## config.mk

```make
export PLATFORM = sky130hd
export DESIGN_NAME = tcs_queue
export DESIGN_NICKNAME = d
export VERILOG_FILES = /design/src/hdl/tcs_pkg.sv /design/src/hdl/tcs_queue.sv
export SDC_FILE = /design/constraint.sdc
export NUM_CORES = 1
export LEC_CHECK = 0
export ABC_AREA = 1
export BUFFER_PORTS_ARGS = -buffer_cell sky130_fd_sc_hd__buf_2
export CAP_MARGIN = 20
export CORE_ASPECT_RATIO = 0.75
export CORE_MARGIN = 2
export CORE_UTILIZATION = 47
export DETAILED_ROUTE_END_ITERATION = 6
export GPL_TIMING_DRIVEN = 0
export PLACE_DENSITY_LB_ADDON = 0.3
export SYNTH_ARGS = -nofsm -noshare
export SYNTH_HDL_FRONTEND = slang
export SYNTH_SLANG_ARGS = --single-unit
```

## constraint.sdc

```tcl
create_clock -name clk -period 6.93 [get_ports clk]
set_input_delay 0 -clock clk [delete_from_list [all_inputs] [get_ports clk]]
set_output_delay 0 -clock clk [all_outputs]
set_load 0.02 [all_outputs]
```

## src/hdl/tcs_pkg.sv

```systemverilog
// ----------------------------------------------------------------------------
// Thrust curve statistics package
// Shared widths, payload structs, configuration register map and the run
// summary that travels from the sample front end to the result back end.
// ----------------------------------------------------------------------------
package tcs_pkg;

  localparam int SAMPLE_BITS = 24;
  localparam int MAX_SAMPLES = 1048576;
  localparam int COUNT_W     = $clog2(MAX_SAMPLES + 1);
  localparam int PEAK_W      = SAMPLE_BITS - 1;
  localparam int TIME_W      = 40;
  localparam int ACC_W       = 64;
  localparam int SUM_W       = 48;
  localparam int ISP_W       = 56;
  localparam int PERIOD_W    = 30;
  localparam int MASS_W      = 32;
  localparam int RDIV_W      = 16;
  localparam int CFG_W       = 32;
  localparam int CFG_IDX_W   = 2;

  // Standard gravity times 512000: 1/512 N ns per mg becomes seconds.
  localparam int ISP_CONST_W = 23;
  localparam logic [ISP_CONST_W-1:0] ISP_DIVISOR = 23'd5021005;
  localparam int ISP_FRAC    = 8;

  // Shared serial divider geometry.
  localparam int DENOM_W = MASS_W + ISP_CONST_W;
  localparam int DVD_W   = ACC_W + ISP_FRAC;
  localparam int STEP_W  = $clog2(DVD_W + 1);

  localparam logic [PEAK_W-1:0] PEAK_MAX = {PEAK_W{1'b1}};

  typedef enum logic [CFG_IDX_W-1:0] {
    CFG_USE_FIXED_RATE = 2'd0,
    CFG_SAMPLE_PERIOD  = 2'd1,
    CFG_PROP_MASS      = 2'd2,
    CFG_RATIO_DIVISOR  = 2'd3
  } cfg_index_t;

  typedef struct packed {
    logic                use_fixed_rate;
    logic [PERIOD_W-1:0] sample_period_ns;
    logic [MASS_W-1:0]   propellant_mass_mg;
    logic [RDIV_W-1:0]   ratio_divisor;
  } cfg_t;

  typedef struct packed {
    logic signed [SAMPLE_BITS-1:0] thrust_sample;
    logic [TIME_W-1:0]             sample_time_ns;
    logic                          last_sample;
  } sample_t;

  typedef struct packed {
    logic signed [ACC_W-1:0]       total_impulse;
    logic signed [ISP_W-1:0]       specific_impulse_q8;
    logic signed [SAMPLE_BITS-1:0] mean_thrust;
    logic [PEAK_W-1:0]             peak_thrust;
    logic [PEAK_W-1:0]             peak_ratio;
  } result_t;

  typedef struct packed {
    logic signed [ACC_W-1:0] impulse;
    logic signed [SUM_W-1:0] thrust_sum;
    logic [COUNT_W-1:0]      sample_count;
    logic [PEAK_W-1:0]       peak;
  } run_summary_t;

endpackage

```

## src/hdl/tcs_queue.sv

```systemverilog
// ----------------------------------------------------------------------------
// Thrust curve statistics run queue
// Two-entry queue of finished run summaries between front and back end.
// ----------------------------------------------------------------------------
module tcs_queue (
  input  logic                  clk,
  input  logic                  rst,
  input  logic                  push,
  input  tcs_pkg::run_summary_t push_data,
  output logic                  full,
  input  logic                  pop,
  output tcs_pkg::run_summary_t pop_data,
  output logic                  avail
);

  tcs_pkg::run_summary_t entries [2];
  logic       wr_ptr;
  logic       rd_ptr;
  logic [1:0] level;

  assign full     = (level == 2'd2);
  assign avail    = (level != 2'd0);
  assign pop_data = entries[rd_ptr];

  always_ff @(posedge clk) begin
    if (push) begin
      entries[wr_ptr] <= push_data;
    end
  end

  always_ff @(posedge clk) begin
    if (rst) begin
      wr_ptr <= 1'b0;
      rd_ptr <= 1'b0;
      level  <= 2'd0;
    end else begin
      if (push) begin
        wr_ptr <= ~wr_ptr;
      end
      if (pop) begin
        rd_ptr <= ~rd_ptr;
      end
      case ({push, pop})
        2'b10:   level <= level + 2'd1;
        2'b01:   level <= level - 2'd1;
        default: level <= level;
      endcase
    end
  end

endmodule

```

==> results by group <==
Synthesis
  – Post-synth top area share: 81.2%
  – Yosys reg bits: about 320
  – YS warnings: 0
  – EDFF count, synth: around 310
  – Most frequent cell after synthesis: edfxtp_1
  – Sequential share of the synthesized area: 82.1%
  – Synth top area cells: edfxtp_1, mux2_2, buf_6
  – Post-Syn Instances: 518
  – Syn nets: 679
  – Post-synth top area cell: edfxtp_1
  – Post-synthesis cell type count: 14
  – Top cells by count, synth: edfxtp_1, mux2_2, buf_6
  – Syn Std Cell Area: 11500 sq um
  – Synthesized area per cell: approximately 22 sq um
  – Most common flop cell mapped by yosys: edfxtp_1
  – Async set-reset flop share out of synthesis: 0%

Timing
  – Final period util: between 20 and 30%
  – Slew Limit Headroom: 60.2%
  – Worst Tran Pin Value: 596 ps
  – Final WS setup: 5030 ps
  – RSZ-0062 raised after global routing: false
  – Worst Clk Skew: roughly 12 ps
  – Finish-stage setup viols: 0
  – F_max: roughly 530 MHz
  – Final hold vios: 0
  – Final Slew Violations: 0
  – Period minus WS final: 1900 ps

Critical path
  – R2R cell count: 4
  – CP startpoint kind: register
  – CP Capture Type: output port
  – WS Path Type: register to output port
  – CP arrival: 1900 ps
  – Worst EP required: about 6900 ps
  – CP endpoint: pop_data[81]
  – Startpoint of the worst register-to-register path: wr_ptr
  – Crit path cell chain: buf_6 -> buf_6 -> mux2_2 -> buf_2
  – End of the worst register-to-register path: entries[0][91]
  – Worst-path maximum fanout: 10
  – Crit-path most repeated cell: buf_6
  – Crit-path slowest cell: dfxtp_1
  – Reg2Reg Setup Slack: 5120 ps
  – Max incr delay on CP: 380 ps

Min path
  – Worst hold-check path type: primary input to register

Clock tree
  – Max Root-Sink Buffers: 3
  – Post-cts resize count: 0
  – TritonCTS clock tree: done
  – Root Driver: clkbuf_16
  – Clock sink total: 317
  – Num CTS Buffers: 30
  – Post-CTS setup buffers: 0
  – Clk slew on worst S/H paths: 60 ps
  – Worst-Skew Late Latency: 550 ps
  – Hold buffers post-CTS: 160
  – H-Tree Depth: 1

Floorplan
  – Cell Rows: 49
  – Die H: 140 microns
  – I/O Pins: 318
  – Chip width: about 180 microns
  – Initial Util: between 40 and 50%
  – DIE AREA: roughly 26000 sq um
  – Total core area: 24000 sq um

Place
  – HPWL after DPL: about 16 mm
  – Setup WS pre-CTS: slightly above 5000 ps
  – Port Buffers: 317
  – Cells after DPL: 1173
  – RePlAce Congestion: 0.717

Final layout
  – Synth-to-layout area growth: 40.3%
  – Post-Layout Cell Count: ~1400
  – Nets: 1195
  – Number of fill cells: 1574
  – Share of cells above drive strength 1: 50.6%

Power
  – Max IR drop VDD: 241 uV
  – Leakage: 6.15 nW
  – Power Density: 268 nW/um^2

GRT
  – Initial antenna violation count: 2
  – Pin count of the biggest net entering global routing: 89
  – Overflow after GRT: 0
  – Vias in the first global route: 7246
  – Total track usage: about 20%
  – First-pass GRT wire length: around 39 mm

Drt
  – Post-DR wirelength/cell: 18.7 microns
  – Post-route antenna net violation count: 0
  – DRT iter0 DRCs: 338
  – WL final: 26.0 mm
  – Post-DR vias/cell: between 4 and 5
  – DRC viols: 0
  – 1st-pass router iterations: 5
  – Via count: 6668

Run status
  – Status: completed

Job
  – Max cap viols: 0
flip-flops by register name (all words and copies together) (netlist names), named ones only:
| signal | flops |
|---|---|
| level | 2 |
| wr_ptr | 1 |
| entries | 312 |
| rd_ptr | 1 |
per-stage QoR:
step,util [%],TNS (ps),total power [mW],hold slack [ps],instance area (sq um)
after CTS,67.3,0,4.35,147,16200
after floorplan,-,0,2.62,72.4,11500
after detailed placement,57.1,0,2.82,191,13700
final,67.4,0,4.33,171,16200
after global routing,67.4,0,4.48,158,16200
after global placement,56.3,-27490,2.82,187,13500
worst max-delay path, delay by kind of cell, from the launching register on:
kind                   cells  cell delay, ps
buffers and inverters      3             600
flip-flops                 1             380
multiplexers               1             360
layout make-up:
cell class | instances | area (sq um) | area share [%]
sequential | 317 | 9470 | 58.5
clock buffer | 43 | 821 | 5.07
antenna | 2 | 5.00 | 0.0309
clock inverter | 8 | 37.5 | 0.232
inverter | 7 | 33.8 | 0.209
timing repair buffer | 484 | 3360 | 20.7
buffer | 17 | 185 | 1.14
multi-input combinational | 177 | 1860 | 11.5
tap | 331 | 414 | 2.56
report_power, final:
part / leakage (nW) / switching (mW) / internal, mW
combinational: 2.76 / 0.337 / 0.283
sequential: 2.97 / 0.0236 / 2.22
clock: 0.416 / 0.655 / 0.813
total: 6.15 / 1.02 / 3.32
cells in the final DEF, fill, tap and decap left out:
master,instances
inv_1,6
buf_16,4
nand4_1,1
buf_12,3
ha_1,1
o21ai_0,1
nand2_1,6
buf_2,318
nor2_1,8
clkinv_2,2
clkinv_1,5
a21oi_1,1
diode_2,2
nor3_1,1
clkbuf_1,12
dlygate4sd3_1,160
inv_8,1
clkbuf_16,31
edfxtp_1,312
dfxtp_1,5
mux2_2,156
buf_6,16
clkinv_4,1
nor2_4,1
xnor2_1,1
cells by family (layout without fill, tap and decap cells):
logic type / after synthesis / in the layout / synth area share [%]
AND/OR/NAND/NOR: 17 / 17 / 0.586
XOR/XNOR: 1 / 1 / 0.0759
AO/OA/AOI/OAI: 2 / 2 / 0.0867
multiplexers: 156 / 156 / 15.2
adder cells (fa/ha/maj): 1 / 1 / 0.108
flip-flops: 317 / 317 / 82.1
other: 0 / 2 / 0
buffers and inverters: 24 / 559 / 1.83
routing by layer:
layer | wire length [microns] | vias to the layer above | track usage, % | share of wire (%)
met1 | 9780 | 3279 | 22.1 | 38
met2 | 13000 | 258 | 34.4 | 50
met4 | 605 | 0 | 5.26 | 2.3
met3 | 2610 | 45 | 7.62 | 10
li1 | - | 3086 | - | -
met5 | 0 | - | 0 | 0
how the worst min path moves through the flow:
stage,startpoint,to,slack (ps),depth (start not counted)
final,push_data[54],entries[0][54],170,2
after global routing,push_data[72],entries[1][72],160,2
after CTS,push_data[74],entries[0][74],150,2
after detailed placement,push_data[76],entries[1][76],190,1
after global placement,push_data[54],entries[1][54],190,1
after floorplan,rst,register,70,1
Power figures use the tool's default switching activity.
