`src/hdl/tcs_pkg.sv`:
```
// ----------------------------------------------------------------------------
// Thrust curve statistics package
// Shared widths, payload structs, configuration register map and the run
// summary that travels from the sample front end to the result back end.
// ----------------------------------------------------------------------------
package tcs_pkg;

  localparam int SAMPLE_BITS = 24;
  localparam int MAX_SAMPLES = 1048576;
  localparam int COUNT_W     = $clog2(MAX_SAMPLES + 1);
  localparam int PEAK_W      = SAMPLE_BITS - 1;
  localparam int TIME_W      = 40;
  localparam int ACC_W       = 64;
  localparam int SUM_W       = 48;
  localparam int ISP_W       = 56;
  localparam int PERIOD_W    = 30;
  localparam int MASS_W      = 32;
  localparam int RDIV_W      = 16;
  localparam int CFG_W       = 32;
  localparam int CFG_IDX_W   = 2;

  // Standard gravity times 512000: 1/512 N ns per mg becomes seconds.
  localparam int ISP_CONST_W = 23;
  localparam logic [ISP_CONST_W-1:0] ISP_DIVISOR = 23'd5021005;
  localparam int ISP_FRAC    = 8;

  // Shared serial divider geometry.
  localparam int DENOM_W = MASS_W + ISP_CONST_W;
  localparam int DVD_W   = ACC_W + ISP_FRAC;
  localparam int STEP_W  = $clog2(DVD_W + 1);

  localparam logic [PEAK_W-1:0] PEAK_MAX = {PEAK_W{1'b1}};

  typedef enum logic [CFG_IDX_W-1:0] {
    CFG_USE_FIXED_RATE = 2'd0,
    CFG_SAMPLE_PERIOD  = 2'd1,
    CFG_PROP_MASS      = 2'd2,
    CFG_RATIO_DIVISOR  = 2'd3
  } cfg_index_t;

  typedef struct packed {
    logic                use_fixed_rate;
    logic [PERIOD_W-1:0] sample_period_ns;
    logic [MASS_W-1:0]   propellant_mass_mg;
    logic [RDIV_W-1:0]   ratio_divisor;
  } cfg_t;

  typedef struct packed {
    logic signed [SAMPLE_BITS-1:0] thrust_sample;
    logic [TIME_W-1:0]             sample_time_ns;
    logic                          last_sample;
  } sample_t;

  typedef struct packed {
    logic signed [ACC_W-1:0]       total_impulse;
    logic signed [ISP_W-1:0]       specific_impulse_q8;
    logic signed [SAMPLE_BITS-1:0] mean_thrust;
    logic [PEAK_W-1:0]             peak_thrust;
    logic [PEAK_W-1:0]             peak_ratio;
  } result_t;

  typedef struct packed {
    logic signed [ACC_W-1:0] impulse;
    logic signed [SUM_W-1:0] thrust_sum;
    logic [COUNT_W-1:0]      sample_count;
    logic [PEAK_W-1:0]       peak;
  } run_summary_t;

endpackage

```
`src/hdl/tcs_divider.sv`:
```
// ----------------------------------------------------------------------------
// Thrust curve statistics serial divider
// Restoring divider that retires one quotient bit per cycle. The dividend is
// left aligned, and the step count says how many of its top bits are used.
// ----------------------------------------------------------------------------
module tcs_divider (
  input  logic                         clk,
  input  logic                         rst,
  input  logic                         start,
  input  logic [tcs_pkg::DVD_W-1:0]    dividend,
  input  logic [tcs_pkg::DENOM_W-1:0]  divisor,
  input  logic [tcs_pkg::STEP_W-1:0]   steps,
  output logic                         busy,
  output logic [tcs_pkg::DVD_W-1:0]    quotient
);

  localparam int DW = tcs_pkg::DVD_W;
  localparam int NW = tcs_pkg::DENOM_W;

  logic [DW-1:0]                dvd;
  logic [NW-1:0]                dvs;
  logic [NW-1:0]                rem;
  logic [tcs_pkg::STEP_W-1:0]   count;

  logic [NW:0]                  shifted;
  logic [NW+1:0]                diff;

  assign busy = (count != '0);

  always_comb begin
    shifted = {rem, dvd[DW-1]};
    diff    = {1'b0, shifted} - {2'b00, dvs};
  end

  always_ff @(posedge clk) begin
    if (start) begin
      dvd      <= dividend;
      dvs      <= divisor;
      rem      <= '0;
      quotient <= '0;
    end else if (busy) begin
      dvd      <= {dvd[DW-2:0], 1'b0};
      rem      <= diff[NW+1] ? shifted[NW-1:0] : diff[NW-1:0];
      quotient <= {quotient[DW-2:0], ~diff[NW+1]};
    end
  end

  always_ff @(posedge clk) begin
    if (rst) begin
      count <= '0;
    end else if (start) begin
      count <= steps;
    end else if (busy) begin
      count <= count - 1'b1;
    end
  end

endmodule

```
`config.mk`:
```
export PLATFORM = sky130hd
export DESIGN_NAME = tcs_divider
export DESIGN_NICKNAME = d
export VERILOG_FILES = /design/src/hdl/tcs_pkg.sv /design/src/hdl/tcs_divider.sv
export SDC_FILE = /design/constraint.sdc
export NUM_CORES = 1
export LEC_CHECK = 0
export BUFFER_PORTS_ARGS = -buffer_cell sky130_fd_sc_hd__clkbuf_2
export CORE_MARGIN = 5
export CORE_UTILIZATION = 45
export DETAILED_ROUTE_END_ITERATION = 8
export GPL_ROUTABILITY_DRIVEN = 0
export PLACE_DENSITY = 0.66
export SYNTH_ARGS = -nofsm -noshare
export SYNTH_HDL_FRONTEND = slang
export SYNTH_SLANG_ARGS = --single-unit
```
`constraint.sdc`:
```
create_clock -name clk -period 9.5 [get_ports clk]
set_input_delay 0.95 -clock clk [delete_from_list [all_inputs] [get_ports clk]]
set_output_delay 0.95 -clock clk [all_outputs]
set_load 0.005 [all_outputs]
```
==> metrics.sh <==
STATUS='completed'
DOMINANTREGCELLSYNTH='sky130_fd_sc_hd__dfxtp_1'
TIMING.HOLD.WS_NS=0.463
SYNTH.TOP_CELL.AREA_SHARE_PCT=28.2
SYNTH.YOSYS.WARNINGS=0
CTS.HTREE.LEVELS=1
POST_CTS_REPAIR_TIMING_SETUP_BUFFER_COUNT=0
AREA.GROWTH.SYNTH_TO_FINAL_PCT=16.6
SETUP_VIOL_COUNT_FINAL=0
DRC_MARKERS=0
SYNTH_NETS=1635
SYN_AREA_PER_CELL_UM2=9.37
START_KIND='flop'
NUMBER_OF_STORAGE_ELEMENTS_IN_THE_SYNTHESIS_NETLIST=261
BIGGEST_AREA_CONTRIBUTORS_IN_THE_SYNTHESIZED_NETLIST='sky130_fd_sc_hd__edfxtp_1 28%, sky130_fd_sc_hd__dfxtp_1 20%, sky130_fd_sc_hd__a21oi_1 6.6%'
NUMCTSBUFFERS=29
SKEW_NS=0.00829
SYNTH_XOR_AREA_SHARE_PCT=2.59
CLOCK-ROOT-BUFFER='sky130_fd_sc_hd__clkbuf_16'
NUM_ROWS=63
PLACED_CELL_AREA_UM2=14700
POSTCTSHOLDBUFS=0
WIRE_LENGTH_OF_THE_FIRST_GLOBAL_ROUTING_PASS_UM=54700
INITIAL_ANTENNA_VIOLATION_COUNT=3
WORST_SETUP_HOLD_PATH_CLK_SLEW_NS=0.06
SYNTHMUXAREASHARE_PCT=6.48
POSTLAYOUTCELLAREA_UM2=15700
TIMING_MAX_TRANSITION_VIOLATIONS_FINAL=0
HOLD_VIOLATIONS=0
MAX_FREQ_MHz=238
DRT_PASS_1_ITERS=5
INITIALDRTVIOLATIONCOUNT=920
VIA_COUNT=11000
WORST-PATH-MAX-FANOUT=35
SYNTH_EDF_COUNT=127
FLOORPLAN.INITIALDENSITY_PCT=45.6
CHIPHEIGHT_UM=183
HOLD_PATH.CLASS='reg -> reg'
CP_DATA_ARRIVAL_TIME_NS=4.60
END_KIND='flop'
POST_SYNTH_FA_HA_MAJ_AREA_FRACTION_PCT=5.34
LAYOUT-DRIVE-GT1-SHARE_PCT=21.9
DIE_AREA_UM2=33600
FINAL_CORE_UTILIZATION_PCT=53.1
SYNTHDISTINCTLIBCELLS=67
GLOBAL_ROUTE_TOTAL_USAGE_ACROSS_EVERY_LAYER_PCT=19.4
NUMBER_OF_MAX_CAP_VIOLATIONS=0
GRT_START_MAX_NET_PINS=115
CP_DATA_REQUIRED_TIME_NS=9.90
WORST_SLEW_MARGIN_REL_PCT=27.5
CELL_COUNT_AFTER_SYNTHESIS=1441
DIEWIDTH_UM=183
WIRE_PER_INST_UM=16.7
CTS_BUFFER_DEPTH=3
TOP_COUNT_CELL_POST_SYNTH='sky130_fd_sc_hd__nand2_1'
UNREPAIRED_SETUP_ENDPOINTS_AFTER_GLOBAL_ROUTING='no'
ROUTE.ANTENNA.REMAINING_NETS=0
POWER_PER_CELL_AREA_nW_PER_UM2=210
CTS_TREE='yes'
POST-SYNTH-TOP-AREA-CELL='sky130_fd_sc_hd__edfxtp_1'
CLKSINKCOUNT=261
VIA_PER_INST=5.46
PORT_BUFFERS=209
CTS_REPAIR_RESIZED_INSTS=0
CELLLEAKAGEPOWER_nW=6.45
COMPLEX_GATE_FRACTION_OF_THE_SYNTHESIZED_AREA_PCT=17.2
MAX_SLEW.WORST_PIN.SLEW_NS=1.09
FINAL.SETUP.TNS_NS=0
LARGEST_FAMILY_OF_LOGIC_CELLS_BY_SYNTHESIZED_AREA='compound AO/OA/AOI/OAI gates'
PERIOD_MINUS_SLACK_NS=4.20
CLK-INSERTION-DELAY-LATE_NS=0.55
NETS=1788
FINALWIRELENGTH_UM=33600
GRT_PASS1_VIAS=10600
FP.COREAREA_UM2=29600
YOSYS.AREA_SHARE.SIMPLE_PCT=15.4
GLOBAL_ROUTE.OVERFLOW_TOTAL=0
YOSYSSEQAREASHARE_PCT=48.1
FINALCRITPERIODSHARE_PCT=44.2
IRDROPWORSTVDD_uV=166
YOSYS-TOP-CELLS-COUNT='228 x sky130_fd_sc_hd__nand2_1, 177 x sky130_fd_sc_hd__a21oi_1, 134 x sky130_fd_sc_hd__dfxtp_1'
NUM_IO_PINS=210
CRITICAL_PATH_CLASS='reg -> reg'
POST_SYNTH_ARST_SHARE_PCT=0
DP.FINAL_HPWL_UM=23300
POST_SYNTH_INSTANCE_AREA_UM2=13500
-- final timing paths --
check	startpoint	end	slack, ns	depth (start not counted)
hold reg to reg	quotient[71]	quotient[71]	0.46	2
setup reg to reg	dvd[71]	rem[54]	5.30	12
setup / recovery	dvd[71]	rem[54]	5.30	12
hold / removal	quotient[71]	quotient[71]	0.46	2
-- power by group --
part           internal, W  switching [W]
Sequential         0.00131      0.0000546
Clock             0.000702       0.000462
Combinational     0.000307       0.000472
-- state kept, by name, indices dropped and copies added, names as in the netlist --
signal    flops
dvd          72
rem          55
dvs          55
count         7
quotient     72
-- layer usage --
layer	global-route usage, %	wire length (um)	vias up	part of all wire [%]
met1	26.0	14500	5111	43
li1	-	-	5463	-
met4	6.29	1070	2	3.2
met3	4.52	2400	61	7.1
met5	0	8	-	0.024
met2	31.3	15600	327	47
-- stage by stage --
step           instances  total power (W)  setup slack [ns]
2_1_floorplan       1441          0.00197              5.84
3_3_place_gp        1953          0.00215              5.48
3_5_place_dp        1953          0.00216              5.33
4_1_cts             2007          0.00333              5.28
5_1_grt             2009          0.00349              4.97
6_report            2009          0.00331              5.30
-- cell type report --
type                    instances  area, um2
diodes                          2       5.00
clock buffers                  43        891
clock inverters                11        116
fillers                      2781      13900
inverters                      77        292
multi-input cells            1009       6350
flip-flops and latches        261       6500
well taps                     390        488
repair buffers                216       1110
-- cell usage in the layout (no fill, tap or decap), types with 5 or more instances in the layout --
cell type | synthesis | layout
sky130_fd_sc_hd__clkbuf_2 | 1 | 208
sky130_fd_sc_hd__mux2_2 | 75 | 75
sky130_fd_sc_hd__nor3_1 | 40 | 40
sky130_fd_sc_hd__nand3_1 | 15 | 15
sky130_fd_sc_hd__o21a_1 | 14 | 14
sky130_fd_sc_hd__o32ai_1 | 5 | 5
sky130_fd_sc_hd__a21boi_0 | 6 | 6
sky130_fd_sc_hd__xnor2_1 | 30 | 30
sky130_fd_sc_hd__a311oi_1 | 12 | 12
sky130_fd_sc_hd__or3_1 | 5 | 5
sky130_fd_sc_hd__a211oi_1 | 37 | 37
sky130_fd_sc_hd__a31oi_1 | 7 | 7
sky130_fd_sc_hd__and2_1 | 6 | 6
sky130_fd_sc_hd__nand2b_1 | 5 | 5
sky130_fd_sc_hd__inv_1 | 77 | 75
sky130_fd_sc_hd__xor2_1 | 10 | 10
sky130_fd_sc_hd__clkbuf_16 | 0 | 31
sky130_fd_sc_hd__o21bai_1 | 11 | 11
sky130_fd_sc_hd__edfxtp_1 | 127 | 127
sky130_fd_sc_hd__nand4_1 | 21 | 21
sky130_fd_sc_hd__a21o_1 | 19 | 19
sky130_fd_sc_hd__dfxtp_1 | 134 | 134
sky130_fd_sc_hd__clkbuf_8 | 0 | 7
sky130_fd_sc_hd__ha_1 | 56 | 56
sky130_fd_sc_hd__o21ai_0 | 45 | 45
sky130_fd_sc_hd__and3_1 | 11 | 11
sky130_fd_sc_hd__buf_4 | 2 | 7
sky130_fd_sc_hd__and4_1 | 8 | 8
sky130_fd_sc_hd__clkbuf_1 | 83 | 5
sky130_fd_sc_hd__nor2b_1 | 6 | 6
sky130_fd_sc_hd__nor2_1 | 98 | 97
sky130_fd_sc_hd__a21oi_1 | 177 | 177
sky130_fd_sc_hd__o211ai_1 | 7 | 7
sky130_fd_sc_hd__nand2_1 | 228 | 228
-- logic make-up (layout without fill, tap and decap cells) --
kind of cell,Yosys count,after routing
AOI/OAI and AO/OA,372,372
xor gates and xnor gates,40,40
adders and majority gates,57,57
buffers and inverters,171,347
DFF,261,261
muxes,78,78
other,0,2
and+or+nand+nor,462,462
-- critical path, cell delays in order, from the launching register on --
cell	delay, ns
sky130_fd_sc_hd__edfxtp_1	0.34
sky130_fd_sc_hd__inv_1	0.05
sky130_fd_sc_hd__ha_1	0.22
sky130_fd_sc_hd__fa_1	0.39
sky130_fd_sc_hd__nor2b_1	0.21
sky130_fd_sc_hd__o31a_1	0.23
sky130_fd_sc_hd__o2111ai_1	0.23
sky130_fd_sc_hd__or3_4	0.41
sky130_fd_sc_hd__a2111oi_4	0.45
sky130_fd_sc_hd__o31a_2	0.75
sky130_fd_sc_hd__nand2_1	0.22
sky130_fd_sc_hd__a2111oi_0	0.44
sky130_fd_sc_hd__nor4_1	0.10
No activity file was read; power rests on OpenSTA's default activity.
