### src/hdl/tcs_pkg.sv
// ----------------------------------------------------------------------------
// Thrust curve statistics package
// Shared widths, payload structs, configuration register map and the run
// summary that travels from the sample front end to the result back end.
// ----------------------------------------------------------------------------
package tcs_pkg;

  localparam int SAMPLE_BITS = 24;
  localparam int MAX_SAMPLES = 1048576;
  localparam int COUNT_W     = $clog2(MAX_SAMPLES + 1);
  localparam int PEAK_W      = SAMPLE_BITS - 1;
  localparam int TIME_W      = 40;
  localparam int ACC_W       = 64;
  localparam int SUM_W       = 48;
  localparam int ISP_W       = 56;
  localparam int PERIOD_W    = 30;
  localparam int MASS_W      = 32;
  localparam int RDIV_W      = 16;
  localparam int CFG_W       = 32;
  localparam int CFG_IDX_W   = 2;

  // Standard gravity times 512000: 1/512 N ns per mg becomes seconds.
  localparam int ISP_CONST_W = 23;
  localparam logic [ISP_CONST_W-1:0] ISP_DIVISOR = 23'd5021005;
  localparam int ISP_FRAC    = 8;

  // Shared serial divider geometry.
  localparam int DENOM_W = MASS_W + ISP_CONST_W;
  localparam int DVD_W   = ACC_W + ISP_FRAC;
  localparam int STEP_W  = $clog2(DVD_W + 1);

  localparam logic [PEAK_W-1:0] PEAK_MAX = {PEAK_W{1'b1}};

  typedef enum logic [CFG_IDX_W-1:0] {
    CFG_USE_FIXED_RATE = 2'd0,
    CFG_SAMPLE_PERIOD  = 2'd1,
    CFG_PROP_MASS      = 2'd2,
    CFG_RATIO_DIVISOR  = 2'd3
  } cfg_index_t;

  typedef struct packed {
    logic                use_fixed_rate;
    logic [PERIOD_W-1:0] sample_period_ns;
    logic [MASS_W-1:0]   propellant_mass_mg;
    logic [RDIV_W-1:0]   ratio_divisor;
  } cfg_t;

  typedef struct packed {
    logic signed [SAMPLE_BITS-1:0] thrust_sample;
    logic [TIME_W-1:0]             sample_time_ns;
    logic                          last_sample;
  } sample_t;

  typedef struct packed {
    logic signed [ACC_W-1:0]       total_impulse;
    logic signed [ISP_W-1:0]       specific_impulse_q8;
    logic signed [SAMPLE_BITS-1:0] mean_thrust;
    logic [PEAK_W-1:0]             peak_thrust;
    logic [PEAK_W-1:0]             peak_ratio;
  } result_t;

  typedef struct packed {
    logic signed [ACC_W-1:0] impulse;
    logic signed [SUM_W-1:0] thrust_sum;
    logic [COUNT_W-1:0]      sample_count;
    logic [PEAK_W-1:0]       peak;
  } run_summary_t;

endpackage

### src/hdl/tcs_front.sv
// ----------------------------------------------------------------------------
// Thrust curve statistics front end
// Accepts samples, forms the trapezoid term with a two-part multiply and keeps
// the saturating impulse, sum, count and peak of the current run.
// ----------------------------------------------------------------------------
module tcs_front (
  input  logic                  clk,
  input  logic                  rst,
  input  tcs_pkg::cfg_t         cfg,
  input  logic                  sample_valid,
  output logic                  sample_ready,
  input  tcs_pkg::sample_t      sample,
  output logic                  push,
  output tcs_pkg::run_summary_t summary,
  input  logic                  full
);

  localparam int SB    = tcs_pkg::SAMPLE_BITS;
  localparam int SMAG  = SB + 1;
  localparam int DLO   = tcs_pkg::TIME_W / 2;
  localparam int DHI   = tcs_pkg::TIME_W - DLO;
  localparam int PLO_W = SMAG + DLO;
  localparam int PHI_W = SMAG + DHI;
  localparam int PROD_W = PHI_W + DLO + 1;
  localparam int AW    = tcs_pkg::ACC_W;
  localparam int SW    = tcs_pkg::SUM_W;

  localparam logic [PROD_W-1:0] POS_LIMIT = PROD_W'({1'b0, {(AW-1){1'b1}}});
  localparam logic [PROD_W-1:0] NEG_LIMIT = PROD_W'({1'b1, {(AW-1){1'b0}}});
  localparam logic signed [AW-1:0] ACC_MAX = {1'b0, {(AW-1){1'b1}}};
  localparam logic signed [AW-1:0] ACC_MIN = {1'b1, {(AW-1){1'b0}}};
  localparam logic signed [SW-1:0] SUM_MAX = {1'b0, {(SW-1){1'b1}}};
  localparam logic signed [SW-1:0] SUM_MIN = {1'b1, {(SW-1){1'b0}}};

  typedef enum logic [2:0] {
    S_IDLE,
    S_MUL_LO,
    S_MUL_HI,
    S_SAT,
    S_FINISH
  } state_t;

  state_t state;

  logic                              have_prev;
  logic signed [SB-1:0]              prev_thrust;
  logic [tcs_pkg::TIME_W-1:0]        prev_time;
  logic signed [AW-1:0]              acc;
  logic signed [SW-1:0]              sum;
  logic [tcs_pkg::COUNT_W-1:0]       count;
  logic [tcs_pkg::PEAK_W-1:0]        peak;
  logic                              last;
  logic [SMAG-1:0]                   mag_s;
  logic [tcs_pkg::TIME_W-1:0]        mag_dt;
  logic                              neg;
  logic [PLO_W-1:0]                  p_lo;
  logic [PHI_W-1:0]                  p_hi;
  logic signed [AW-1:0]              term;

  logic                              accept;
  logic signed [SMAG-1:0]            s_wide;
  logic [tcs_pkg::TIME_W:0]          dt_diff;
  logic [tcs_pkg::TIME_W:0]          dt_abs;
  logic                              dt_neg;
  logic [tcs_pkg::TIME_W-1:0]        dt_mag;
  logic [SMAG-1:0]                   s_mag;
  logic signed [SW:0]                sum_ext;
  logic signed [SW-1:0]              sum_sat;
  logic [PROD_W-1:0]                 prod;
  logic signed [AW:0]                acc_ext;
  logic signed [AW-1:0]              acc_sat;

  assign sample_ready = (state == S_IDLE);
  assign accept       = sample_valid && sample_ready;

  always_comb begin
    s_wide  = {sample.thrust_sample[SB-1], sample.thrust_sample}
            + {prev_thrust[SB-1], prev_thrust};
    s_mag   = s_wide[SMAG-1] ? SMAG'(-s_wide) : SMAG'(s_wide);
    dt_diff = {1'b0, sample.sample_time_ns} - {1'b0, prev_time};
    dt_abs  = dt_diff[tcs_pkg::TIME_W] ? (~dt_diff + 1'b1) : dt_diff;
    if (cfg.use_fixed_rate) begin
      dt_neg = 1'b0;
      dt_mag = tcs_pkg::TIME_W'(cfg.sample_period_ns);
    end else begin
      dt_neg = dt_diff[tcs_pkg::TIME_W];
      dt_mag = dt_abs[tcs_pkg::TIME_W-1:0];
    end
    sum_ext = {sum[SW-1], sum} + (SW+1)'(sample.thrust_sample);
    if (sum_ext[SW] != sum_ext[SW-1]) begin
      sum_sat = sum_ext[SW] ? SUM_MIN : SUM_MAX;
    end else begin
      sum_sat = sum_ext[SW-1:0];
    end
    prod    = {1'b0, p_hi, {DLO{1'b0}}} + PROD_W'(p_lo);
    acc_ext = {acc[AW-1], acc} + {term[AW-1], term};
    if (acc_ext[AW] != acc_ext[AW-1]) begin
      acc_sat = acc_ext[AW] ? ACC_MIN : ACC_MAX;
    end else begin
      acc_sat = acc_ext[AW-1:0];
    end
  end

  assign push    = (state == S_FINISH) && last && !full;
  assign summary = '{impulse: acc_sat, thrust_sum: sum, sample_count: count, peak: peak};

  always_ff @(posedge clk) begin
    if (rst) begin
      state       <= S_IDLE;
      have_prev   <= 1'b0;
      prev_thrust <= '0;
      prev_time   <= '0;
      acc         <= '0;
      sum         <= '0;
      count       <= '0;
      peak        <= '0;
      last        <= 1'b0;
    end else begin
      unique case (state)
        S_IDLE: begin
          if (accept) begin
            last        <= sample.last_sample;
            mag_s       <= s_mag;
            mag_dt      <= dt_mag;
            neg         <= s_wide[SMAG-1] ^ dt_neg;
            term        <= '0;
            have_prev   <= 1'b1;
            prev_thrust <= sample.thrust_sample;
            prev_time   <= sample.sample_time_ns;
            if (count < tcs_pkg::COUNT_W'(tcs_pkg::MAX_SAMPLES)) begin
              sum   <= sum_sat;
              count <= count + 1'b1;
            end
            if (sample.thrust_sample > $signed({1'b0, peak})) begin
              peak <= sample.thrust_sample[tcs_pkg::PEAK_W-1:0];
            end
            // The first sample of a run has no trapezoid term.
            state <= have_prev ? S_MUL_LO : S_FINISH;
          end
        end
        S_MUL_LO: begin
          p_lo  <= mag_s * mag_dt[DLO-1:0];
          state <= S_MUL_HI;
        end
        S_MUL_HI: begin
          p_hi  <= mag_s * mag_dt[tcs_pkg::TIME_W-1:DLO];
          state <= S_SAT;
        end
        S_SAT: begin
          if (neg) begin
            term <= (prod > NEG_LIMIT) ? ACC_MIN : AW'(-prod);
          end else begin
            term <= (prod > POS_LIMIT) ? ACC_MAX : AW'(prod);
          end
          state <= S_FINISH;
        end
        S_FINISH: begin
          if (!(last && full)) begin
            state <= S_IDLE;
            if (last) begin
              have_prev   <= 1'b0;
              prev_thrust <= '0;
              prev_time   <= '0;
              acc         <= '0;
              sum         <= '0;
              count       <= '0;
              peak        <= '0;
            end else begin
              acc <= acc_sat;
            end
          end
        end
        default: state <= S_IDLE;
      endcase
    end
  end

endmodule

### config.mk
export PLATFORM = sky130hd
export DESIGN_NAME = tcs_front
export DESIGN_NICKNAME = d
export VERILOG_FILES = /design/src/hdl/tcs_pkg.sv /design/src/hdl/tcs_front.sv
export SDC_FILE = /design/constraint.sdc
export NUM_CORES = 2
export LEC_CHECK = 0
export BUFFER_PORTS_ARGS = -buffer_cell sky130_fd_sc_hd__buf_2
export CAP_MARGIN = 20
export CORE_MARGIN = 3
export CORE_UTILIZATION = 45
export CTS_BUF_LIST = sky130_fd_sc_hd__clkbuf_8 sky130_fd_sc_hd__clkbuf_16
export DETAILED_ROUTE_END_ITERATION = 8
export HOLD_SLACK_MARGIN = 0.05
export MAX_ROUTING_LAYER = met4
export SETUP_SLACK_MARGIN = 0.2
export SYNTH_ARGS = -nofsm -noshare
export SYNTH_HDL_FRONTEND = slang
export SYNTH_SLANG_ARGS = --single-unit
### constraint.sdc
create_clock -name clk -period 10.4 [get_ports clk]
set_input_delay 1.04 -clock clk [delete_from_list [all_inputs] [get_ports clk]]
set_output_delay 1.04 -clock clk [all_outputs]
set_load 0.02 [all_outputs]
==> impl_metrics.ini <==
[timing]
layout_min_cycle_time_ns = 8.77
finalCritPeriodShare = 0.843
fmax_ghz = 0.114
rsz0062_at_grt = false
finalSetupViolations = 0
skew_ns = 0.0552
timing.hold.ws_ns = 0.455
finalSetupTns_ns = 0
hold_viol = 0
slew_viol_final = 0
worst_slew_pin_slew_ns = 1.11
maxSlewHeadroom = 0.262

[global_routing]
grt_pass1_vias = 52400
grt_max_degree = 80
antenna_found_initial = 6
grt_pass1_wl_microns = 289000
grt.total_usage = 0.250
grt_overflow = 0

[worst_setup_path]
critical-path-top-delay-family = adder cells
crit_arrival_ns = 9.16
regToRegEndpoint = p_lo[44]
cpMaxStageDelayCell = edfxtp_1
r2r_setup_slack_ns = 1.63
r2r_cells = 24
path_buf_inv = 4
crit_fanout = 18
required_ns = 10.79
critPathMaxStageDelay_ns = 1.00
endpoint_kind = flip-flop
cpMostUsedCell = fa_1
crit_type = flip-flop to flip-flop
crit_chain = buf_4 -> nand2_1 -> fa_1 -> inv_1 -> fa_1 -> fa_1 -> fa_1 -> fa_1 -> fa_1 -> inv_1 -> fa_1 -> inv_1 -> ha_1 -> a211o_1 -> a21oi_1 -> a21oi_1 -> nor3_1 -> a31oi_1 -> a31oi_1 -> o21ai_0 -> or4_1 -> a31oi_1 -> o21ai_0 -> xnor2_1
cp-start-kind = flip-flop
timing.rr.start = mag_s[8]

[detailed_routing]
routed-via-count = 52500
dr.pass1.iters = 5
wl_per_cell_microns = 19.1
drc = 0
drt-total-wl_microns = 180000
drtIter0Drc = 3159
antenna_left = 0
vias_per_cell = 5.55

[logic_synthesis]
synth_mux_area_frac = 0.00880
synthAdderAreaFrac = 0.359
synth_flop_cell = dfxtp_1
yosys_warnings = 0
synth_seq_area_share = 0.171
synth_edf_count = 220
synth-seq-cells = 445
yosys.area_share.simple = 0.180
ys_async_sr_fraction = 0
synthXorXnorAreaFrac = 0.0497
netlist_area_sq_um = 64800
syn_nets = 9027
avgSynthCellArea_sq_um = 8.63
synth_top_family_by_area = adder cells
synth_compound_area_frac = 0.148
syn_inst = 7516
synth_cell_types = 92

[cts]
cts_setup_buffers = 0
cts.clk_slew.worst_paths_ns = 0.06
cts_buffer_depth = 3
numCtsBuffers = 55
clock_latency_ns = 0.68
htreeDepth = 2
cts_tree = done
root_buffer = clkbuf_16
hold_buffers = 0
cts.sinks = 445
cts.repair.resized = 0

[floorplan]
core_sq_um = 142000
io_pins = 306
start_util = 0.456
die_h_microns = 386
rows = 138
die-area_sq_um = 149000
die_w_microns = 386

[min_path]
worstHoldStart = prev_thrust[12]
hp-class = flip-flop to flip-flop
hold_end = prev_thrust[12]
min_path_cells = 2

[place]
io_buffers = 257
place.gp.congestion = 0.919
post-dp-hpwl_microns = 143000

[status]
outcome = completed

[job]
maxCapViolCount = 0

[finish]
mostFrequentLayoutCell = inv_1
most-common-layout-cells = 1035 x inv_1, 987 x nand2_1, 825 x fa_1
final_nets = 9045
area_growth_pct = 7.61
drive_gt1_frac = 0.0755
fillCellCount = 13900
==> layout make-up <==
class	count	area [sq um]	area share
sequential	445	11100	0.159
clock inverter	47	473	0.00678
antenna	3	7.51	0.000108
clock buffer	57	1400	0.0201
tap	1890	2360	0.0339
timing repair buffer	356	2140	0.0307
inverter	1027	3850	0.0553
multi-input combinational	5649	48400	0.694
==> worst max path at each step <==
| stage | to | cells after the start | start |
|---|---|---|---|
| 6_report | p_lo[44] | 24 | mag_s[8] |
| 3_3_place_gp | p_lo[44] | 24 | mag_s[9] |
| 5_1_grt | p_lo[44] | 24 | mag_s[9] |
| 4_1_cts | p_lo[44] | 24 | mag_s[9] |
| 3_5_place_dp | p_lo[44] | 24 | mag_s[9] |
| 2_1_floorplan | p_hi[43] | 25 | mag_dt[33] |
==> routing by layer <==
metal	part of all wire	up-vias	global-route usage
met3	0.050	223	0.0301
li1	-	24900	-
met1	0.43	26200	0.320
met4	0.027	0	0.0611
met2	0.49	1232	0.423
met5	0	-	-
==> registers in the layout, summed over array words and instances (netlist names) <==
signal	cells
prev_thrust	24
neg	1
acc	64
mag_dt	40
prev_time	40
mag_s	25
state	3
sum	48
term	64
have_prev	1
last	1
count	21
p_hi	45
p_lo	45
peak	23
==> synthesized netlist by cell type (83+ instances only) <==
cell	n	area, sq um
nor3_1	83	415
nand3_1	101	505
nand2_1	988	3710
clkbuf_1	382	1430
a21o_1	171	1280
o21ai_0	297	1490
and2_1	522	3270
xnor2_1	219	1920
fa_1	825	16500
nor2_1	367	1380
dfxtp_1	225	4500
ha_1	538	6730
a21oi_1	406	2030
xor2_1	149	1310
edfxtp_1	220	6610
inv_1	1026	3850
==> per-stage QoR <==
step	area, sq um	setup slack (ns)	utilization	std cells
after floorplan	64800	3.05	-	7516
after global placement	67800	1.80	0.476	9361
after detailed placement	67800	1.68	0.476	9361
after CTS	69600	1.66	0.489	9465
after global routing	69800	1.15	0.490	9473
final	69800	1.63	0.490	9474
==> worst reg2reg max path, stage by stage, from the launching register on <==
cell and delay (ns):
edfxtp_1 1.00, buf_4 0.44, nand2_1 0.13, fa_1 0.54, inv_1 0.05, fa_1 0.51, fa_1 0.45, fa_1 0.52
fa_1 0.51, fa_1 0.57, inv_1 0.06, fa_1 0.53, inv_1 0.04, ha_1 0.37, a211o_1 0.28, a21oi_1 0.17
a21oi_1 0.13, nor3_1 0.15, a31oi_1 0.30, a31oi_1 0.46, o21ai_0 0.24, or4_1 0.43, a31oi_1 0.31, o21ai_0 0.16
xnor2_1 0.14
==> logic make-up (layout without fill, tap and decap cells) <==
kind of cell / after synthesis / count (layout)
adder cells (fa/ha/maj): 1363 / 1363
buffers and inverters: 1422 / 1487
flip-flops: 445 / 445
AND/OR/NAND/NOR: 2421 / 2421
XOR/XNOR: 368 / 368
multiplexers: 54 / 54
AO/OA/AOI/OAI: 1443 / 1443
other: 0 / 3
Power is not shown: default switching activity piles up to over one toggle a cycle in this logic, so the estimate is an artifact.
