===== src/hdl/tcs_pkg.sv =====
// ----------------------------------------------------------------------------
// Thrust curve statistics package
// Shared widths, payload structs, configuration register map and the run
// summary that travels from the sample front end to the result back end.
// ----------------------------------------------------------------------------
package tcs_pkg;

  localparam int SAMPLE_BITS = 24;
  localparam int MAX_SAMPLES = 1048576;
  localparam int COUNT_W     = $clog2(MAX_SAMPLES + 1);
  localparam int PEAK_W      = SAMPLE_BITS - 1;
  localparam int TIME_W      = 40;
  localparam int ACC_W       = 64;
  localparam int SUM_W       = 48;
  localparam int ISP_W       = 56;
  localparam int PERIOD_W    = 30;
  localparam int MASS_W      = 32;
  localparam int RDIV_W      = 16;
  localparam int CFG_W       = 32;
  localparam int CFG_IDX_W   = 2;

  // Standard gravity times 512000: 1/512 N ns per mg becomes seconds.
  localparam int ISP_CONST_W = 23;
  localparam logic [ISP_CONST_W-1:0] ISP_DIVISOR = 23'd5021005;
  localparam int ISP_FRAC    = 8;

  // Shared serial divider geometry.
  localparam int DENOM_W = MASS_W + ISP_CONST_W;
  localparam int DVD_W   = ACC_W + ISP_FRAC;
  localparam int STEP_W  = $clog2(DVD_W + 1);

  localparam logic [PEAK_W-1:0] PEAK_MAX = {PEAK_W{1'b1}};

  typedef enum logic [CFG_IDX_W-1:0] {
    CFG_USE_FIXED_RATE = 2'd0,
    CFG_SAMPLE_PERIOD  = 2'd1,
    CFG_PROP_MASS      = 2'd2,
    CFG_RATIO_DIVISOR  = 2'd3
  } cfg_index_t;

  typedef struct packed {
    logic                use_fixed_rate;
    logic [PERIOD_W-1:0] sample_period_ns;
    logic [MASS_W-1:0]   propellant_mass_mg;
    logic [RDIV_W-1:0]   ratio_divisor;
  } cfg_t;

  typedef struct packed {
    logic signed [SAMPLE_BITS-1:0] thrust_sample;
    logic [TIME_W-1:0]             sample_time_ns;
    logic                          last_sample;
  } sample_t;

  typedef struct packed {
    logic signed [ACC_W-1:0]       total_impulse;
    logic signed [ISP_W-1:0]       specific_impulse_q8;
    logic signed [SAMPLE_BITS-1:0] mean_thrust;
    logic [PEAK_W-1:0]             peak_thrust;
    logic [PEAK_W-1:0]             peak_ratio;
  } result_t;

  typedef struct packed {
    logic signed [ACC_W-1:0] impulse;
    logic signed [SUM_W-1:0] thrust_sum;
    logic [COUNT_W-1:0]      sample_count;
    logic [PEAK_W-1:0]       peak;
  } run_summary_t;

endpackage


===== src/hdl/tcs_back.sv =====
// ----------------------------------------------------------------------------
// Thrust curve statistics back end
// Takes a finished run from the queue, runs the specific impulse, mean and
// peak ratio divisions on the shared divider and holds the result beat.
// ----------------------------------------------------------------------------
module tcs_back (
  input  logic                         clk,
  input  logic                         rst,
  input  tcs_pkg::cfg_t                cfg,
  input  logic                         avail,
  output logic                         pop,
  input  tcs_pkg::run_summary_t        job_in,
  output logic                         div_start,
  output logic [tcs_pkg::DVD_W-1:0]    div_dividend,
  output logic [tcs_pkg::DENOM_W-1:0]  div_divisor,
  output logic [tcs_pkg::STEP_W-1:0]   div_steps,
  input  logic                         div_busy,
  input  logic [tcs_pkg::DVD_W-1:0]    div_quotient,
  output logic                         result_valid,
  input  logic                         result_ready,
  output tcs_pkg::result_t             result
);

  localparam int DW  = tcs_pkg::DVD_W;
  localparam int NW  = tcs_pkg::DENOM_W;
  localparam int AW  = tcs_pkg::ACC_W;
  localparam int SW  = tcs_pkg::SUM_W;
  localparam int IW  = tcs_pkg::ISP_W;
  localparam int SB  = tcs_pkg::SAMPLE_BITS;
  localparam int PW  = tcs_pkg::PEAK_W;

  localparam logic [DW-1:0] ISP_POS_LIM = DW'({1'b0, {(IW-1){1'b1}}});
  localparam logic [DW-1:0] ISP_NEG_LIM = DW'({1'b1, {(IW-1){1'b0}}});
  localparam logic [SW-1:0] MEAN_POS_LIM = SW'({1'b0, {(SB-1){1'b1}}});
  localparam logic [SW-1:0] MEAN_NEG_LIM = SW'({1'b1, {(SB-1){1'b0}}});

  typedef enum logic [3:0] {
    S_IDLE,
    S_DENOM,
    S_ISP_GO,
    S_ISP_WAIT,
    S_MEAN_GO,
    S_MEAN_WAIT,
    S_RATIO_GO,
    S_RATIO_WAIT,
    S_RESULT
  } state_t;

  state_t state;

  tcs_pkg::run_summary_t job;
  logic [NW-1:0]         denom;
  logic [DW-1:0]         isp_q;
  logic [SW-1:0]         mean_q;
  logic [PW-1:0]         ratio_q;

  logic [AW-1:0]         acc_mag;
  logic [SW-1:0]         sum_mag;
  logic [IW:0]           isp_neg_mag;
  logic [SW-1:0]         mean_mag;
  tcs_pkg::result_t      next_result;
  logic                  load;

  assign pop  = (state == S_IDLE) && avail;
  assign load = (state == S_RESULT) && (!result_valid || result_ready);

  always_comb begin
    acc_mag = job.impulse[AW-1] ? AW'(-job.impulse) : AW'(job.impulse);
    sum_mag = job.thrust_sum[SW-1] ? SW'(-job.thrust_sum) : SW'(job.thrust_sum);

    div_start    = 1'b0;
    div_dividend = '0;
    div_divisor  = '0;
    div_steps    = '0;
    unique case (state)
      S_ISP_GO: begin
        div_start    = 1'b1;
        div_dividend = {acc_mag, {tcs_pkg::ISP_FRAC{1'b0}}};
        div_divisor  = denom;
        div_steps    = tcs_pkg::STEP_W'(DW);
      end
      S_MEAN_GO: begin
        div_start    = 1'b1;
        div_dividend = {sum_mag, {(DW-SW){1'b0}}};
        div_divisor  = NW'(job.sample_count);
        div_steps    = tcs_pkg::STEP_W'(SW);
      end
      S_RATIO_GO: begin
        div_start    = 1'b1;
        div_dividend = {job.peak, {(DW-PW){1'b0}}};
        div_divisor  = NW'(cfg.ratio_divisor);
        div_steps    = tcs_pkg::STEP_W'(PW);
      end
      default: ;
    endcase
  end

  always_comb begin
    next_result.total_impulse = job.impulse;

    // Zero impulse gives zero; zero mass saturates toward the impulse's sign.
    isp_neg_mag = (isp_q > ISP_NEG_LIM) ? (IW+1)'(ISP_NEG_LIM) : isp_q[IW:0];
    if (job.impulse == '0) begin
      next_result.specific_impulse_q8 = '0;
    end else if (denom == '0) begin
      next_result.specific_impulse_q8 = job.impulse[AW-1] ? IW'(ISP_NEG_LIM)
                                                           : IW'(ISP_POS_LIM);
    end else if (job.impulse[AW-1]) begin
      next_result.specific_impulse_q8 = IW'(-isp_neg_mag);
    end else begin
      next_result.specific_impulse_q8 = (isp_q > ISP_POS_LIM) ? IW'(ISP_POS_LIM)
                                                              : isp_q[IW-1:0];
    end

    if (job.thrust_sum[SW-1]) begin
      mean_mag = (mean_q > MEAN_NEG_LIM) ? MEAN_NEG_LIM : mean_q;
      next_result.mean_thrust = SB'(-mean_mag);
    end else begin
      mean_mag = (mean_q > MEAN_POS_LIM) ? MEAN_POS_LIM : mean_q;
      next_result.mean_thrust = mean_mag[SB-1:0];
    end

    next_result.peak_thrust = job.peak;
    next_result.peak_ratio  = (cfg.ratio_divisor == '0) ? tcs_pkg::PEAK_MAX : ratio_q;
  end

  always_ff @(posedge clk) begin
    if (rst) begin
      state        <= S_IDLE;
      result_valid <= 1'b0;
    end else begin
      if (load) begin
        result       <= next_result;
        result_valid <= 1'b1;
      end else if (result_ready) begin
        result_valid <= 1'b0;
      end
      unique case (state)
        S_IDLE: begin
          if (avail) begin
            job   <= job_in;
            state <= S_DENOM;
          end
        end
        S_DENOM: begin
          denom <= cfg.propellant_mass_mg * tcs_pkg::ISP_DIVISOR;
          state <= S_ISP_GO;
        end
        S_ISP_GO:  state <= S_ISP_WAIT;
        S_ISP_WAIT: begin
          if (!div_busy) begin
            isp_q <= div_quotient;
            state <= S_MEAN_GO;
          end
        end
        S_MEAN_GO: state <= S_MEAN_WAIT;
        S_MEAN_WAIT: begin
          if (!div_busy) begin
            mean_q <= div_quotient[SW-1:0];
            state  <= S_RATIO_GO;
          end
        end
        S_RATIO_GO: state <= S_RATIO_WAIT;
        S_RATIO_WAIT: begin
          if (!div_busy) begin
            ratio_q <= div_quotient[PW-1:0];
            state   <= S_RESULT;
          end
        end
        S_RESULT: begin
          if (load) begin
            state <= S_IDLE;
          end
        end
        default: state <= S_IDLE;
      endcase
    end
  end

endmodule


===== config.mk =====
export PLATFORM = sky130hd
export DESIGN_NAME = tcs_back
export DESIGN_NICKNAME = d
export VERILOG_FILES = /design/src/hdl/tcs_pkg.sv /design/src/hdl/tcs_back.sv
export SDC_FILE = /design/constraint.sdc
export NUM_CORES = 2
export LEC_CHECK = 0
export BUFFER_PORTS_ARGS = -buffer_cell sky130_fd_sc_hd__buf_2
export CAP_MARGIN = 40
export CORE_ASPECT_RATIO = 0.5
export CORE_MARGIN = 4
export CORE_UTILIZATION = 53
export DETAILED_ROUTE_END_ITERATION = 7
export GPL_TIMING_DRIVEN = 0
export PLACE_DENSITY = 0.8
export SETUP_SLACK_MARGIN = 0.4
export SYNTH_ARGS = -nofsm -noshare
export SYNTH_HDL_FRONTEND = slang
export SYNTH_SLANG_ARGS = --single-unit

===== constraint.sdc =====
create_clock -name clk -period 25.5 [get_ports clk]
set_input_delay 1.275 -clock clk [delete_from_list [all_inputs] [get_ports clk]]
set_output_delay 1.275 -clock clk [all_outputs]
set_load 0.02 [all_outputs]

==> out/qor.yml <==
run_status:
  status: "completed"
critical_path:
  worstReg2RegStart: "isp_q[2]"
  cp-start-kind: "primary input"
  path_buf_inv: 4
  cp-end-kind: "flip-flop"
  critPathSlowestCell: "fa_1"
  worstPathArrival_ns: 8.13
  r2r_cells: 16
  required_ns: 25.85
  crit_chain: "buf_2 > ha_1 > inv_1 > fa_1 > inv_1 > fa_1 > fa_1 > fa_1 > fa_1 > fa_1 > ha_1 > clkbuf_1 > o21ai_0 > a21oi_1 > o22ai_1 > a31oi_1 > a31oi_1 > o21ai_0 > o21ai_0 > o21ai_0 > a21oi_1 > a211o_1"
  r2r_end: "result[94]"
  cp_max_fo: 8
  r2r_setup_slack_ns: 20.01
  cpPeakStageDelay_ns: 0.57
  cpMostUsedCell: "fa_1"
  critPathKind: "in2reg"
  cp_top_family: "adder cells"
finish:
  final_nets: 4842
  drive_gt1_frac: 0.198
  fill_cells: 5601
  syn_to_final_growth_pct: 17.0
  multi_input_area_sq_um: 18700
  regArea_sq_um: 16400
placed_design:
  place_hpwl_um: 99100
  gp_congestion: 0.988
  numPortBuffers: 598
grt:
  grt_pass1_wl_um: 180000
  first_global_vias: 28600
  grtUsageTotal: 0.320
  antenna_found_initial: 34
  grt_max_degree: 33
  grt_overflow_total: 0
routing:
  drc_errors: 0
  ant_nets: 0
  vias_per_cell: 5.80
  dr.first_iter.drc_count: 3575
  vias: 28600
  routed_wl_um: 122000
  drt-pass1-iter-count: 8
  wl_per_cell_um: 24.8
die:
  dieArea_sq_um: 75400
  rows: 68
  core_sq_um: 69600
  die_h_um: 196
  io_pins: 639
  start_util: 0.540
  die_x_um: 384
yosys:
  syn_inst: 3221
  async_flop_share: 0
  synth_top_area_frac: 0.435
  ys.flop_type: "edfxtp_1"
  synth_area_leaders: "edfxtp_1, fa_1, ha_1"
  ys_seq_area_frac: 0.438
  syn_avg_cell_area_sq_um: 11.7
  synth_edf_count: 544
  syn_area_sq_um: 37600
  ys_types: 86
  synth_top_area_cell: "edfxtp_1"
  yosysWarnings: 0
  synth_seq_cells: 549
timing:
  finalHoldViolations: 0
  finalMaxSlewViolations: 0
  period_needed_ns: 7.78
  relSlewSlack: 0.373
  finalCritPeriodShare: 0.305
  finClkSkew_ns: 0.0461
  final-setup-viol-count: 0
  fmax_mhz: 129
  setup_tns_ns: 0
  whs_ns: 0.461
  worst_pin_slew_ns: 0.941
  rsz0062_at_grt: "no"
flow_run:
  maxCapViolCount: 0
cts:
  cts_hold_buf: 0
  clk_latency_ns: 0.62
  clkTransAtPathRegs_ns: 0.07
  cts_root_buf: "clkbuf_16"
  cts_buffers: 51
  clockBufferDepth: 3
  cts_tree: "done"
  htreeDepth: 2
  cts_sinks: 549
  cts_resized: 0
  post_cts_buffers: 0
min_path:
  hold_start: "job[155]"
  hold_path_depth: 0
  hold_path_end: "result[189]"
  hold_path.class: "reg2reg"
power_and_ir_drop:
  powerDensity_nw_per_um2: 144
  leakagePower_nw: 19.2
  irDropWorstVdd_uv: 205
[worst max-delay path by stage]
stage | endpoint | cells after the start | slack (ns) | start
floorplan | result[0] | 2 | 9.24 | rst
global placement | result[150] | 2 | 3.27 | rst
detailed placement | denom[54] | 22 | 17.20 | cfg[27]
CTS | denom[54] | 22 | 17.81 | cfg[27]
global route | denom[54] | 22 | 17.48 | cfg[27]
finish | denom[54] | 22 | 17.72 | cfg[27]
[cell usage after synthesis, types with 38 or more instances]
| master | number |
|---|---|
| nor2_1 | 152 |
| edfxtp_1 | 544 |
| nor3_1 | 64 |
| o31ai_1 | 38 |
| inv_1 | 536 |
| clkbuf_1 | 84 |
| xnor2_1 | 59 |
| nand2_1 | 123 |
| fa_1 | 279 |
| nor4_1 | 49 |
| o21ai_0 | 133 |
| xor2_1 | 100 |
| and2_1 | 46 |
| a21o_1 | 39 |
| ha_1 | 332 |
| a21oi_1 | 117 |
| nand2b_1 | 39 |
[worst reg2reg max path, delay by kind of cell, from the launching register on]
family	cells	cell delay, ns
compound gates	5	1.19
fa+ha+maj	1	0.20
buf+inv	3	0.89
flops	1	0.49
simple gates	7	2.54
[where the power goes]
part	leakage (nW)	internal, mW	switching [mW]
registers	4.98	1.26	0.0446
logic	13.4	1.74	2.54
clock network	0.793	0.419	0.342
[placed cells by master (no fill, tap or decap), types with 21 or more instances in the layout]
cell	Yosys	final
nand2b_1	39	39
ha_1	332	332
diode_2	0	28
buf_2	7	606
nor4_1	49	47
and2_1	46	46
nor2_1	152	150
clkbuf_1	84	90
or3_1	28	28
o22ai_1	35	35
o21ai_0	133	133
o21a_1	21	21
xnor2_1	59	59
or4_1	25	25
a21oi_1	117	117
clkbuf_16	0	51
a21o_1	39	39
nand3_1	25	25
nand2_1	123	123
edfxtp_1	544	544
nor2b_1	27	26
o31ai_1	38	38
fa_1	279	279
a31oi_1	28	28
nor3_1	64	64
xor2_1	100	100
inv_1	536	536
buf_4	12	34
[per-layer routing]
| metal | track usage | share of wire | vias up | wire (um) |
|---|---|---|---|---|
| li1 | - | - | 12700 | - |
| met1 | 0.426 | 0.39 | 14000 | 48300 |
| met3 | 0.0514 | 0.083 | 304 | 10200 |
| met5 | 0 | 0 | - | 0 |
| met4 | 0.143 | 0.049 | 0 | 5970 |
| met2 | 0.523 | 0.47 | 1516 | 58000 |
[registers in the layout (all words and copies together) (netlist names)]
| register | cells |
|---|---|
| result | 190 |
| job | 156 |
| isp_q | 72 |
| denom | 55 |
| mean_q | 48 |
| ratio_q | 23 |
| state | 4 |
| result_valid | 1 |
[logic make-up (layout without fill, tap and decap cells)]
| logic type | after synthesis | count (layout) | share of synthesized area |
|---|---|---|---|
| AOI/OAI and AO/OA | 583 | 583 | 0.103 |
| xor gates and xnor gates | 159 | 159 | 0.0371 |
| adders and majority gates | 611 | 611 | 0.259 |
| buffers and inverters | 644 | 1375 | 0.0658 |
| DFF | 549 | 549 | 0.438 |
| muxes | 11 | 11 | 0.00293 |
| other | 1 | 36 | 0.0000999 |
| and+or+nand+nor | 663 | 663 | 0.0939 |
[metrics by stage]
step / utilization / setup WS [ns] / std cells / total power, mW / cell area (sq um)
6_report: 0.631 / 17.72 / 4932 / 6.35 / 43900
5_1_grt: 0.631 / 17.48 / 4931 / 6.95 / 43900
4_1_cts: 0.630 / 17.81 / 4904 / 6.31 / 43900
3_5_place_dp: 0.607 / 17.20 / 4811 / 5.52 / 42300
3_3_place_gp: 0.600 / 3.27 / 4771 / 5.47 / 41800
2_1_floorplan: - / 9.24 / 3228 / 4.46 / 37600
[layout make-up]
| class | count | area share |
|---|---|---|
| Buffer | 108 | 0.0104 |
| Antenna cell | 28 | 0.00159 |
| Sequential cell | 549 | 0.374 |
| Timing Repair Buffer | 638 | 0.0785 |
| Tap cell | 945 | 0.0269 |
| Inverter | 536 | 0.0458 |
| Multi-Input combinational cell | 2035 | 0.426 |
| Clock buffer | 57 | 0.0296 |
| Clock inverter | 36 | 0.00737 |
Power figures use the tool's default switching activity.
